--- src/rtl/id3ftr_pkg.sv ---
`timescale 1ns / 1ps

package id3ftr_pkg;

	localparam int HDR_LEN     = 10;
	localparam int QUEUE_DEPTH = 16;
	localparam int QPTR_W      = $clog2(QUEUE_DEPTH);
	localparam int QCNT_W      = $clog2(QUEUE_DEPTH + 1);
	localparam int CFG_IDX_W   = 3;

	typedef enum logic [1:0] {
		PH_FILE_HDR,
		PH_FRAME_HDR,
		PH_PAYLOAD,
		PH_PASS
	} phase_t;

	typedef enum logic [CFG_IDX_W-1:0] {
		REG_TARGET_TAG  = 3'd0,
		REG_TEXT_LENGTH = 3'd1,
		REG_TEXT_WORD_0 = 3'd2,
		REG_TEXT_WORD_1 = 3'd3,
		REG_TEXT_WORD_2 = 3'd4,
		REG_TEXT_WORD_3 = 3'd5
	} cfg_reg_t;

	typedef struct packed {
		logic [31:0] target_tag;
		logic [5:0]  text_length;
	} cfg_t;

	// one queue entry: a single byte in bytes[0], or a whole frame header
	typedef struct packed {
		logic                     hdr;
		logic [HDR_LEN-1:0][7:0]  bytes;
	} entry_t;

	typedef struct packed {
		logic not_full;
		logic not_empty;
	} q_status_t;

endpackage

--- src/rtl/id3ftr_parser.sv ---
`timescale 1ns / 1ps

module id3ftr_parser import id3ftr_pkg::*; #(
	parameter int MAX_TEXT_BYTES = 32
) (
	input  logic                           clk,
	input  logic                           arst_n,
	input  logic                           accept,
	input  logic [7:0]                     data_byte,
	input  logic                           file_start,
	input  cfg_t                           cfg,
	input  logic [MAX_TEXT_BYTES-1:0][7:0] text,
	output logic                           push,
	output entry_t                         entry
);

	localparam int TIW = (MAX_TEXT_BYTES > 1) ? $clog2(MAX_TEXT_BYTES) : 1;
	localparam logic [5:0] MaxLen = 6'(MAX_TEXT_BYTES);
	localparam logic [3:0] LastHdr = 4'(HDR_LEN - 1);

	phase_t      phase_q, phase_d, phase_e;
	logic [3:0]  cnt_q, cnt_d, cnt_e;
	logic [31:0] size_q, size_d, size_e;
	logic [31:0] off_q, off_d, off_e;
	logic        match_q, match_d, match_e;
	logic [7:0]  hs_q [HDR_LEN-1];
	logic        hs_we;

	logic [31:0] hdr_size;
	logic [31:0] off_inc;
	logic [31:0] off_m1;
	logic [5:0]  len_sat;
	logic        in_text;
	logic [7:0]  pay_byte;
	logic        tag_hit;

	always_comb begin
		logic done;
		logic [7:0] want;
		tag_hit = 1'b1;
		done    = 1'b0;
		for (int k = 0; k < 4; k++) begin
			want = cfg.target_tag[31-8*k -: 8];
			if (!done) begin
				if (hs_q[k] != want) begin
					tag_hit = 1'b0;
					done    = 1'b1;
				end else if (want == 8'h00) begin
					done = 1'b1;
				end
			end
		end
	end

	always_comb begin
		phase_e = file_start ? PH_FILE_HDR : phase_q;
		cnt_e   = file_start ? 4'd0 : cnt_q;
		size_e  = file_start ? 32'd0 : size_q;
		off_e   = file_start ? 32'd0 : off_q;
		match_e = file_start ? 1'b0 : match_q;
	end

	assign hdr_size = {hs_q[4], hs_q[5], hs_q[6], hs_q[7]};
	assign off_inc  = off_e + 32'd1;
	assign off_m1   = off_e - 32'd1;
	assign len_sat  = (cfg.text_length > MaxLen) ? MaxLen : cfg.text_length;
	assign in_text  = (off_e != 32'd0) && (off_m1 < {26'd0, len_sat});
	assign pay_byte = in_text ? text[off_m1[TIW-1:0]] : 8'h00;

	always_comb begin
		phase_d     = phase_q;
		cnt_d       = cnt_q;
		size_d      = size_q;
		off_d       = off_q;
		match_d     = match_q;
		push        = 1'b0;
		hs_we       = 1'b0;
		entry.hdr   = 1'b0;
		entry.bytes = '0;
		entry.bytes[0] = data_byte;
		if (accept) begin
			phase_d = phase_e;
			cnt_d   = cnt_e;
			size_d  = size_e;
			off_d   = off_e;
			match_d = match_e;
			unique case (phase_e)
				PH_FILE_HDR: begin
					push = 1'b1;
					if (cnt_e == LastHdr) begin
						phase_d = PH_FRAME_HDR;
						cnt_d   = 4'd0;
					end else begin
						cnt_d = cnt_e + 4'd1;
					end
				end
				PH_FRAME_HDR: begin
					if (cnt_e == LastHdr) begin
						cnt_d  = 4'd0;
						size_d = hdr_size;
						if (hdr_size == 32'd0 || hs_q[0] == 8'h00) begin
							phase_d = PH_PASS;
						end else begin
							push      = 1'b1;
							entry.hdr = 1'b1;
							for (int k = 0; k < HDR_LEN - 1; k++) begin
								entry.bytes[k] = hs_q[k];
							end
							entry.bytes[HDR_LEN-1] = data_byte;
							match_d = tag_hit;
							off_d   = 32'd0;
							phase_d = PH_PAYLOAD;
						end
					end else begin
						hs_we = 1'b1;
						cnt_d = cnt_e + 4'd1;
					end
				end
				PH_PAYLOAD: begin
					push = 1'b1;
					if (match_e) begin
						entry.bytes[0] = pay_byte;
					end
					if (off_inc >= size_e) begin
						phase_d = PH_FRAME_HDR;
						cnt_d   = 4'd0;
						off_d   = 32'd0;
						match_d = 1'b0;
					end else begin
						off_d = off_inc;
					end
				end
				PH_PASS: begin
					push = 1'b1;
				end
				default: begin
					push = 1'b1;
				end
			endcase
		end
	end

	always_ff @(posedge clk or negedge arst_n) begin
		if (!arst_n) begin
			phase_q <= PH_FILE_HDR;
			cnt_q   <= 4'd0;
			size_q  <= 32'd0;
			off_q   <= 32'd0;
			match_q <= 1'b0;
		end else begin
			phase_q <= phase_d;
			cnt_q   <= cnt_d;
			size_q  <= size_d;
			off_q   <= off_d;
			match_q <= match_d;
		end
	end

	always_ff @(posedge clk) begin
		if (hs_we) begin
			hs_q[cnt_e] <= data_byte;
		end
	end

endmodule

--- src/rtl/id3ftr_queue.sv ---
`timescale 1ns / 1ps

module id3ftr_queue import id3ftr_pkg::*; (
	input  logic      clk,
	input  logic      arst_n,
	input  logic      push,
	input  entry_t    push_entry,
	input  logic      pop,
	output entry_t    head,
	output q_status_t status
);

	localparam logic [QCNT_W-1:0] Full = QCNT_W'(QUEUE_DEPTH);

	entry_t              mem_q [QUEUE_DEPTH];
	logic [QPTR_W-1:0]   wr_ptr_q;
	logic [QPTR_W-1:0]   rd_ptr_q;
	logic [QCNT_W-1:0]   count_q;

	assign status.not_full  = (count_q != Full);
	assign status.not_empty = (count_q != '0);
	assign head             = mem_q[rd_ptr_q];

	always_ff @(posedge clk) begin
		if (push) begin
			mem_q[wr_ptr_q] <= push_entry;
		end
	end

	always_ff @(posedge clk or negedge arst_n) begin
		if (!arst_n) begin
			wr_ptr_q <= '0;
			rd_ptr_q <= '0;
			count_q  <= '0;
		end else begin
			if (push) begin
				wr_ptr_q <= wr_ptr_q + QPTR_W'(1);
			end
			if (pop) begin
				rd_ptr_q <= rd_ptr_q + QPTR_W'(1);
			end
			case ({push, pop})
				2'b10:   count_q <= count_q + QCNT_W'(1);
				2'b01:   count_q <= count_q - QCNT_W'(1);
				default: count_q <= count_q;
			endcase
		end
	end

	a_no_overflow: assert property (@(posedge clk) disable iff (!arst_n)
		push |-> count_q != Full)
		else $error("queue written while full");

	a_no_underflow: assert property (@(posedge clk) disable iff (!arst_n)
		pop |-> count_q != '0)
		else $error("queue read while empty");

	a_count_track: assert property (@(posedge clk) disable iff (!arst_n)
		1'b1 |=> count_q == $past(count_q) + QCNT_W'($past(push)) - QCNT_W'($past(pop)))
		else $error("queue fill count out of step");

endmodule

--- src/rtl/id3ftr_serialiser.sv ---
`timescale 1ns / 1ps

module id3ftr_serialiser import id3ftr_pkg::*; (
	input  logic       clk,
	input  logic       arst_n,
	input  q_status_t  status,
	input  entry_t     head,
	output logic       pop,
	output logic       m_tvalid,
	input  logic       m_tready,
	output logic [7:0] m_tdata,
	output logic       m_tlast
);

	logic [HDR_LEN-1:0][7:0] bytes_q;
	logic [3:0]              rem_q;
	logic                    busy;
	logic                    take;

	assign busy     = (rem_q != 4'd0);
	assign take     = !busy || (m_tready && rem_q == 4'd1);
	assign pop      = take && status.not_empty;
	assign m_tvalid = busy;
	assign m_tdata  = bytes_q[0];
	assign m_tlast  = (rem_q == 4'd1);

	always_ff @(posedge clk or negedge arst_n) begin
		if (!arst_n) begin
			rem_q <= 4'd0;
		end else if (pop) begin
			rem_q <= head.hdr ? 4'(HDR_LEN) : 4'd1;
		end else if (busy && m_tready) begin
			rem_q <= rem_q - 4'd1;
		end
	end

	always_ff @(posedge clk) begin
		if (pop) begin
			bytes_q <= head.bytes;
		end else if (busy && m_tready) begin
			bytes_q <= {8'h00, bytes_q[HDR_LEN-1:1]};
		end
	end

endmodule

--- src/rtl/id3_frame_text_rewriter_unit.sv ---
`timescale 1ns / 1ps

// channel   dir  beat fields (low bit first)        accepted when
// s_*       in   tdata: data_byte; tuser: file_start s_tvalid && s_tready
// m_*       out  tdata: out_byte; tlast: run_last     m_tvalid && m_tready
// cfg_*     in   index, data                          cfg_wr_en
//
// one input beat per cycle while s_tready is high; a beat is parsed in the cycle it is taken
// a completed frame header leaves as a burst of ten output beats, one a cycle while m_tready is high
// results wait in a 16-entry queue; s_tready drops only when it is full
// an input beat reaches the output through the queue and then the serialiser register
// reset clears parse state, queue and configuration registers

module id3_frame_text_rewriter_unit import id3ftr_pkg::*; #(
	parameter int MAX_TEXT_BYTES = 32
) (
	input  logic                 clk,
	input  logic                 arst_n,
	input  logic                 s_tvalid,
	output logic                 s_tready,
	input  logic [7:0]           s_tdata,   // data_byte
	input  logic                 s_tuser,   // file_start
	output logic                 m_tvalid,
	input  logic                 m_tready,
	output logic [7:0]           m_tdata,   // out_byte
	output logic                 m_tlast,
	input  logic                 cfg_wr_en,
	input  logic [CFG_IDX_W-1:0] cfg_index,
	input  logic [63:0]          cfg_data
);

	cfg_t                           cfg_q;
	logic [MAX_TEXT_BYTES-1:0][7:0] text_q;
	logic                           accept;
	logic                           push;
	logic                           pop;
	entry_t                         entry;
	entry_t                         head;
	q_status_t                      status;

	always_ff @(posedge clk or negedge arst_n) begin
		if (!arst_n) begin
			cfg_q <= '0;
		end else if (cfg_wr_en) begin
			unique case (cfg_index)
				REG_TARGET_TAG:  cfg_q.target_tag  <= cfg_data[31:0];
				REG_TEXT_LENGTH: cfg_q.text_length <= cfg_data[5:0];
				default:         cfg_q <= cfg_q;
			endcase
		end
	end

	for (genvar n = 0; n < MAX_TEXT_BYTES; n++) begin : g_text
		localparam logic [CFG_IDX_W-1:0] WordIdx =
			CFG_IDX_W'(int'(REG_TEXT_WORD_0) + n / 8);
		always_ff @(posedge clk or negedge arst_n) begin
			if (!arst_n) begin
				text_q[n] <= 8'h00;
			end else if (cfg_wr_en && cfg_index == WordIdx) begin
				text_q[n] <= cfg_data[(n % 8) * 8 +: 8];
			end
		end
	end

	assign s_tready = status.not_full;
	assign accept   = s_tvalid && s_tready;

	id3ftr_parser #(
		.MAX_TEXT_BYTES(MAX_TEXT_BYTES)
	) u_parser (
		.clk        (clk),
		.arst_n     (arst_n),
		.accept     (accept),
		.data_byte  (s_tdata),
		.file_start (s_tuser),
		.cfg        (cfg_q),
		.text       (text_q),
		.push       (push),
		.entry      (entry)
	);

	id3ftr_queue u_queue (
		.clk        (clk),
		.arst_n     (arst_n),
		.push       (push),
		.push_entry (entry),
		.pop        (pop),
		.head       (head),
		.status     (status)
	);

	id3ftr_serialiser u_serialiser (
		.clk      (clk),
		.arst_n   (arst_n),
		.status   (status),
		.head     (head),
		.pop      (pop),
		.m_tvalid (m_tvalid),
		.m_tready (m_tready),
		.m_tdata  (m_tdata),
		.m_tlast  (m_tlast)
	);

endmodule
--- config.mk ---
export PLATFORM = sky130hd
export DESIGN_NAME = id3_frame_text_rewriter_unit
export DESIGN_NICKNAME = d
export VERILOG_FILES = /design/src/rtl/id3ftr_pkg.sv /design/src/rtl/id3ftr_parser.sv /design/src/rtl/id3ftr_queue.sv /design/src/rtl/id3ftr_serialiser.sv /design/src/rtl/id3_frame_text_rewriter_unit.sv
export SDC_FILE = /design/constraint.sdc
export NUM_CORES = 2
export LEC_CHECK = 0
export BUFFER_PORTS_ARGS = -buffer_cell sky130_fd_sc_hd__buf_2
export CORE_MARGIN = 4
export CORE_UTILIZATION = 30
export DETAILED_ROUTE_END_ITERATION = 8
export GPL_TIMING_DRIVEN = 0
export PLACE_DENSITY = 0.51
export RECOVER_POWER = 100
export SYNTH_ARGS = -nofsm -noshare
export SYNTH_HDL_FRONTEND = slang
export SYNTH_HIERARCHICAL = 1
export SYNTH_SLANG_ARGS = --single-unit
--- constraint.sdc ---
create_clock -name clk -period 9.3 [get_ports clk]
set_clock_uncertainty 0.1 [all_clocks]
set_input_delay 0.93 -clock clk [delete_from_list [all_inputs] [get_ports clk]]
set_output_delay 0.93 -clock clk [all_outputs]
set_load 0.05 [all_outputs]
## After elaboration in Yosys (flattened, before gate mapping)

Memory sizes are Yosys's and may differ from the RTL's.
Cells that the tools add are included.

| storage, ports and cells | value |
|---|---|
| register bits | 462 |
| memory bits (writable) | 1368 |
| input bits | 81 |
| word-level logic and storage cells | 177 |
| memories kept | 2 |

| cells by class | value |
|---|---|
| add/sub/neg operators | 8 |
| $lt $le $gt $ge | 4 |
| equality and inequality tests | 17 |
| muxes and demuxes | 65 |
| reduce and logical (&&, ||, !) cells | 28 |

Memories:

| name | words | bits a word | read ports | clocked after Yosys merged registers in | write ports | line | RTL |
|---|---|---|---|---|---|---|---|
| u_queue.mem_q | 16 | 81 | 1 | 0 | 1 | id3ftr_queue.sv:15 | `entry_t mem_q [QUEUE_DEPTH];` |
| u_parser.hs_q | 9 | 8 | 9 | 0 | 1 | id3ftr_parser.sv:26 | `logic [7:0] hs_q [HDR_LEN-1];` |

Operator list:

| cell | count |
|---|---|
| 81-bit 2-to-1 mux | 3 |
| 32-bit 2-to-1 mux | 7 |
| 80-bit 2-to-1 mux | 2 |
| 73-bit 2-to-1 mux | 1 |
| 32-bit one-hot mux with 2 select lines | 1 |
| 8-bit binary-select mux with 5-bit select | 1 |
| 32-bit by 1-bit adder with 32-bit output (second input constant) | 1 |
| 32-bit greater-or-equal comparator | 1 |
| 32-bit logical NOT | 1 |
| 8-bit logical NOT | 4 |
| 32-bit by 6-bit < comparator with 1-bit output | 1 |
| 8-bit != test | 4 |
| 32-bit nonzero test | 1 |
| 32-bit by 1-bit subtractor with 32-bit output (second input constant) | 1 |
| 1-bit 2-to-1 mux | 30 |
| 4-bit 2-to-1 mux | 6 |
| 8-bit 2-to-1 mux | 3 |
| 8-bit one-hot mux with 2 select lines | 1 |
| 4-bit by 1-bit adder with 4-bit output (second input constant) | 3 |
| 5-bit one-hot mux with 2 select lines | 1 |
| 1-bit logical AND | 9 |
| 2-bit 2-to-1 mux | 4 |
| 4-bit one-hot mux with 2 select lines | 1 |
| 2-bit equality test (second input constant) | 3 |
| 25 further kinds | 32 |

## Depth between registers and ports, before layout

An unclocked memory read counts as a cell.

| logic depth | value |
|---|---|
| depth in word-level cells | 12 |
| mapped depth | 22 |

## By module

The synthesis kept the hierarchy.

Modules (own cells, without submodules):

| module | instances | cells an instance | area each (um^2) | sequential area each (um^2) |
|---|---|---|---|---|
| id3ftr_queue | 1 | 2069 | 49169.7 | 39242.6 |
| id3_frame_text_rewriter_unit | 1 | 627 | 11593.6 | 7357.1 |
| id3ftr_parser | 1 | 1045 | 10913.0 | 3938.8 |
| id3ftr_serialiser | 1 | 362 | 3707.3 | 2502.4 |

## Worst setup path before layout

No wires, ideal clock.

| timing | value |
|---|---|
| path kind | flip-flop to flip-flop |
| from | reg u_queue.count_q[2] |
| to | mem u_queue/mem_q[3][0] in the netlist's numbering (enable) |
| library setup time | 619 ps |
| arrival | 7889 ps |
| slack | 691 ps |
| stages on the path, launching flop included | 12 |
| path buffers | 4 |
| clock period less this slack | 8609 ps |
| cell sequence | dfrtp_1 -> clkbuf_1 -> nor4_1 -> nand2_1 -> and2_1 -> clkbuf_1 -> clkbuf_1 -> inv_1 -> a21oi_1 -> clkbuf_1 -> nand2_1 -> nor3_1 |

| between the ends | value |
|---|---|
| longest elaborated chain between the ends | 5 |

Ends and longest elaborated chain:

| what | line | RTL |
|---|---|---|
| from (decl) | id3ftr_queue.sv:18 | `logic [QCNT_W-1:0] count_q;` |
| from (signal assigned) | id3ftr_queue.sv:43 | `2'b10: count_q <= count_q + QCNT_W'(1);` |
| from (signal assigned) | id3ftr_queue.sv:44 | `2'b01: count_q <= count_q - QCNT_W'(1);` |
| from (signal assigned) | id3ftr_queue.sv:45 | `default: count_q <= count_q;` |
| 5-bit != test | id3ftr_queue.sv:20 | `assign status.not_full = (count_q != Full);` |
| named net s_tready | id3_frame_text_rewriter_unit.sv:20 | `output logic s_tready,` |
| 1-bit logical AND | id3_frame_text_rewriter_unit.sv:66 | `assign accept = s_tvalid && s_tready;` |
| named net accept | id3_frame_text_rewriter_unit.sv:34 | `logic accept;` |
| 1-bit 2-to-1 mux | id3ftr_parser.sv:81 | `if (accept) begin` |
| named net push | id3_frame_text_rewriter_unit.sv:35 | `logic push;` |
| 1-bit 2-to-1 mux | id3ftr_queue.sv:25 | `if (push) begin` |
| 1-bit 2-to-1 mux (not written as such) | id3ftr_queue.sv:26 | `mem_q[wr_ptr_q] <= push_entry;` |
| to (decl) | id3ftr_queue.sv:15 |  |

The timed path passes the listed nets, and every way through them passes these cells.

==> impl_results.rst <==
.. list-table::
   :header-rows: 1

   * - Metric
     - Value
   * - Combinational fraction of design power
     - 23.9%
   * - Switching share of total power
     - 29.33%
   * - Vias per cell
     - 4.981
   * - Crit. End Element
     - flop
   * - Residual DRC
     - 0
   * - Global-route wire length before repair
     - 293.3 mm
   * - CTS Hold Buffers Added
     - 1
   * - Final global-route overflow total
     - 0
   * - Hold Path Origin
     - cfg_data[34]
   * - Synthesis warning total
     - 6
   * - Area enclosed by the die boundary
     - 259400 µm²
   * - Sinks on the clock net
     - 1830
   * - Part of the cycle the worst path needs
     - 84.30%
   * - Largest net degree at the start of global routing
     - 102
   * - Post-synthesis instance area
     - 75380 µm²
   * - Flop pwr share
     - 43.6%
   * - Antenna violations before repair
     - 22
   * - Endpoint arrival time on the critical path
     - 8.11 ns
   * - Clock tree from TritonCTS
     - done
   * - Weighted congestion at the end of routability-driven global placement
     - 0.7985
   * - Max-cap violations
     - 41
   * - ANT nets after route
     - 0
   * - Net count of the mapped netlist
     - 4241
   * - Time the final worst path needs with I/O delays and setup
     - 7.840 ns
   * - DIE WIDTH
     - 509.3 µm
   * - Library cell used as clock root buffer
     - sky130_fd_sc_hd__clkbuf_16
   * - Required time of the critical path
     - 9.57 ns
   * - Setup repair after global routing missed its margin
     - no
   * - Final slew viol count
     - 956
   * - Total power density per cell area
     - 270.3 nW/µm²
   * - Slew headroom
     - -163.5%
   * - Detailed-routed wire length on met3
     - 11.69 mm
   * - Net switching power
     - 6.845 mW
   * - Timing-limited maximum frequency
     - 0.1276 GHz
   * - CTS clock-pin slew for the worst setup and hold paths
     - 0.06 ns
   * - Area growth from synthesis to layout
     - 14.56%
   * - Cell-internal power
     - 16.49 mW
   * - Post-synthesis register bit count
     - 1830
   * - Final count of negative-setup-slack endpoints
     - 0
   * - Run status
     - finished, violations left
   * - VDD IR max
     - 0.1789 mV
   * - CTS buffer count
     - 188
   * - Power, Total
     - 23.34 mW
   * - Routed wl met2
     - 96.18 mm
   * - Starting Density
     - 30.23%
   * - Power share of the clock group
     - 32.5%
   * - Launching element of the worst setup path
     - s_tuser
   * - FF-to-FF Start
     - u_queue/count_q[2]
   * - Die outline height
     - 509.3 µm
   * - Final number of hold-violating endpoints
     - 0
   * - Share of the yosys chip area belonging to registers
     - 70.36%
   * - Kind of start point of the critical path
     - input pin
   * - Synthesized area per cell
     - 18.37 µm²
   * - Top fanout value on the critical path
     - 16
   * - First-pass detailed-route iteration total
     - 5
   * - WL per Instance
     - 25.34 µm
   * - Met1 wire length
     - 90.15 mm
   * - Distinct cells, synth
     - 90
   * - I/O Pins
     - 92
   * - Leakage component of the power
     - 29.24 nW
   * - Top Metal Used
     - met5
   * - Final total negative setup slack
     - 0 ns
   * - Final net count
     - 4623
   * - Placeable core region
     - 249300 µm²
   * - Site Rows
     - 183
   * - Async SR Flop Fraction
     - 20.87%
   * - Via count
     - 39740
   * - Total routing resource utilization after global routing
     - 15.45%
   * - Layout cells sized above 1
     - 22.41%
   * - Total length of routed wires
     - 202.1 mm
   * - Post-synthesis cell count
     - 4103
   * - Critical path start-end classification
     - in -> reg
   * - Later-pin clock latency in the skew report
     - 0.83 ns
   * - Post-CTS setup-driven buffer insertion count
     - 0
   * - Maximum number of buffers from clock root to sink
     - 3
   * - Number of global-route vias before repair
     - 40780
   * - Number of port buffers
     - 91
   * - Failing checks
     - capacitance limit, slew limit
   * - Worst Hold Class
     - in -> reg
   * - DRC marker count from the first detailed-route iteration
     - 3379
   * - Slew of the pin with the lowest slew margin
     - 3.953 ns
   * - Count of cells resized by post-cts repair
     - 0
   * - Main synth FF type
     - sky130_fd_sc_hd__edfxtp_1
   * - Count of flip-flops with a built-in enable after synthesis
     - 1448
   * - H-tree depth
     - 4
   * - Post-route worst hold slack
     - 0.2963 ns
   * - Final HPWL DP
     - 138.4 mm
   * - Final Core Density
     - 34.64%
## routing by layer
metal	track usage, %	up-vias
met4	3.454	6
met1	22.03	21240
li1	-	17110
met2	24.80	1132
met5	0	-
met3	2.615	254
## power by group through the flow
stage          sequential, mW  clock (mW)  combinational (mW)
5_1_grt                  10.3        8.15                6.00
2_1_floorplan            10.3           0                3.78
6_report                 10.2        7.59                5.57
3_3_place_gp             10.5           0                5.63
4_1_cts                  10.2        7.79                5.89
3_5_place_dp             10.3           0                5.88
## cells in the mapped netlist, types with 6 or more instances
| library cell | n | area, µm² |
|---|---|---|
| sky130_fd_sc_hd__a21oi_1 | 21 | 105.1 |
| sky130_fd_sc_hd__a22o_1 | 57 | 499.2 |
| sky130_fd_sc_hd__a22oi_1 | 189 | 1419 |
| sky130_fd_sc_hd__and2_1 | 85 | 531.8 |
| sky130_fd_sc_hd__and3_1 | 9 | 56.30 |
| sky130_fd_sc_hd__and4_1 | 7 | 61.31 |
| sky130_fd_sc_hd__buf_1 | 11 | 41.29 |
| sky130_fd_sc_hd__buf_12 | 12 | 240.2 |
| sky130_fd_sc_hd__buf_2 | 60 | 300.3 |
| sky130_fd_sc_hd__buf_4 | 28 | 210.2 |
| sky130_fd_sc_hd__buf_6 | 19 | 214.0 |
| sky130_fd_sc_hd__clkbuf_1 | 116 | 435.4 |
| sky130_fd_sc_hd__dfrtp_1 | 382 | 9559 |
| sky130_fd_sc_hd__edfxtp_1 | 1448 | 43480 |
| sky130_fd_sc_hd__ha_1 | 57 | 713.2 |
| sky130_fd_sc_hd__inv_1 | 22 | 82.58 |
| sky130_fd_sc_hd__mux2_2 | 174 | 1959 |
| sky130_fd_sc_hd__mux2_4 | 122 | 1832 |
| sky130_fd_sc_hd__mux2i_1 | 37 | 370.4 |
| sky130_fd_sc_hd__mux4_2 | 388 | 8738 |
| sky130_fd_sc_hd__nand2_1 | 416 | 1562 |
| sky130_fd_sc_hd__nand2b_1 | 9 | 56.30 |
| sky130_fd_sc_hd__nand3_1 | 35 | 175.2 |
| sky130_fd_sc_hd__nand4_1 | 24 | 150.1 |
| sky130_fd_sc_hd__nor2_1 | 80 | 300.3 |
| sky130_fd_sc_hd__nor2b_1 | 12 | 75.07 |
| sky130_fd_sc_hd__nor3_1 | 22 | 110.1 |
| sky130_fd_sc_hd__nor4_1 | 25 | 156.4 |
| sky130_fd_sc_hd__o211ai_1 | 6 | 45.04 |
| sky130_fd_sc_hd__o21a_1 | 9 | 67.56 |
| sky130_fd_sc_hd__o21ai_0 | 31 | 155.2 |
| sky130_fd_sc_hd__o21ai_1 | 10 | 50.05 |
| sky130_fd_sc_hd__xnor2_1 | 44 | 385.4 |
| sky130_fd_sc_hd__xor2_1 | 35 | 306.5 |
## metrics by stage
stage	cells	instance area (µm²)	worst slack (ns)
CTS	7971	88040	1.642
floorplan	4103	75380	0.6913
global route	7972	86350	0.9827
detailed placement	7624	81830	0.7506
global placement	7524	80010	-7.890
finish	7978	86360	1.460
## registers in the layout, summed over array words and instances (netlist names)
| register | cells |
|---|---|
| u_queue/mem_q | 1296 |
| text_q | 256 |
| u_parser/hs_q | 72 |
| u_serialiser/bytes_q | 72 |
| cfg_q | 38 |
| u_parser/off_q | 32 |
| u_parser/size_q | 32 |
| u_serialiser/m_tdata | 8 |
| u_queue/count_q | 5 |
| u_parser/cnt_q | 4 |
| u_queue/rd_ptr_q | 4 |
| u_queue/wr_ptr_q | 4 |
| u_serialiser/rem_q | 4 |
| u_parser/phase_q | 2 |
| u_parser/match_q | 1 |
## worst paths after layout
path                                         end  slack, ns  cells after the start
min in group asynchronous            text_q[118]       1.93                      2
max in group asynchronous     u_parser/size_q[6]       2.53                      5
max                         u_queue/mem_q[12][2]       1.46                     17
min reg2reg                           text_q[25]       0.38                      1
min                                   text_q[34]       0.30                      2
max reg2reg                u_queue/mem_q[11][52]       1.74                     14
## layout make-up
class	instances	area, µm²
fill	23580	163000
sequential	1830	53040
multi-input combinational	2001	20360
clock buffer	248	5104
tap	3330	4167
timing repair buffer	192	1318
buffer	248	1166
clock inverter	98	1100
inverter	24	90.09
antenna	7	17.52
## worst max-delay path, cell delays in order
cell	delay, ns
sky130_fd_sc_hd__clkbuf_1	0.24
sky130_fd_sc_hd__clkinv_1	0.28
sky130_fd_sc_hd__clkbuf_1	0.56
sky130_fd_sc_hd__clkbuf_1	0.60
sky130_fd_sc_hd__nand2_1	0.22
sky130_fd_sc_hd__ha_1	0.45
sky130_fd_sc_hd__inv_1	0.11
sky130_fd_sc_hd__clkbuf_1	0.68
sky130_fd_sc_hd__clkbuf_1	0.66
sky130_fd_sc_hd__ha_1	0.35
sky130_fd_sc_hd__nand2_1	0.07
sky130_fd_sc_hd__a31oi_1	0.04
sky130_fd_sc_hd__o21ai_0	0.39
sky130_fd_sc_hd__nand4_1	0.16
sky130_fd_sc_hd__nor4_2	0.26
sky130_fd_sc_hd__nand4_1	0.52
sky130_fd_sc_hd__o21ai_1	1.53
## kinds of logic after synthesis
family | count (synthesis) | synth area share (%)
flip-flops | 1830 | 70.36
AND/OR/NAND/NOR | 768 | 4.893
multiplexers | 723 | 17.14
AO/OA/AOI/OAI | 374 | 3.695
buffers and inverters | 272 | 2.045
XOR/XNOR | 79 | 0.9179
adder cells (fa/ha/maj) | 57 | 0.9461
## placed cells by master, fill, tap and decap left out, drive strengths merged, types with 30 or more instances in the layout
cell,Yosys,layout
a22o,57,57
a22oi,189,189
and2,86,86
buf,130,179
clkbuf,118,508
clkinv,1,67
dfrtp,382,382
edfxtp,1448,1448
ha,57,57
inv,23,32
mux2,298,298
mux2i,37,37
mux4,388,388
nand2,417,417
nand3,35,35
nor2,80,80
nor4,30,30
o21ai,41,41
xnor2,44,44
xor2,35,35
No activity file was read; power rests on OpenSTA's default activity.
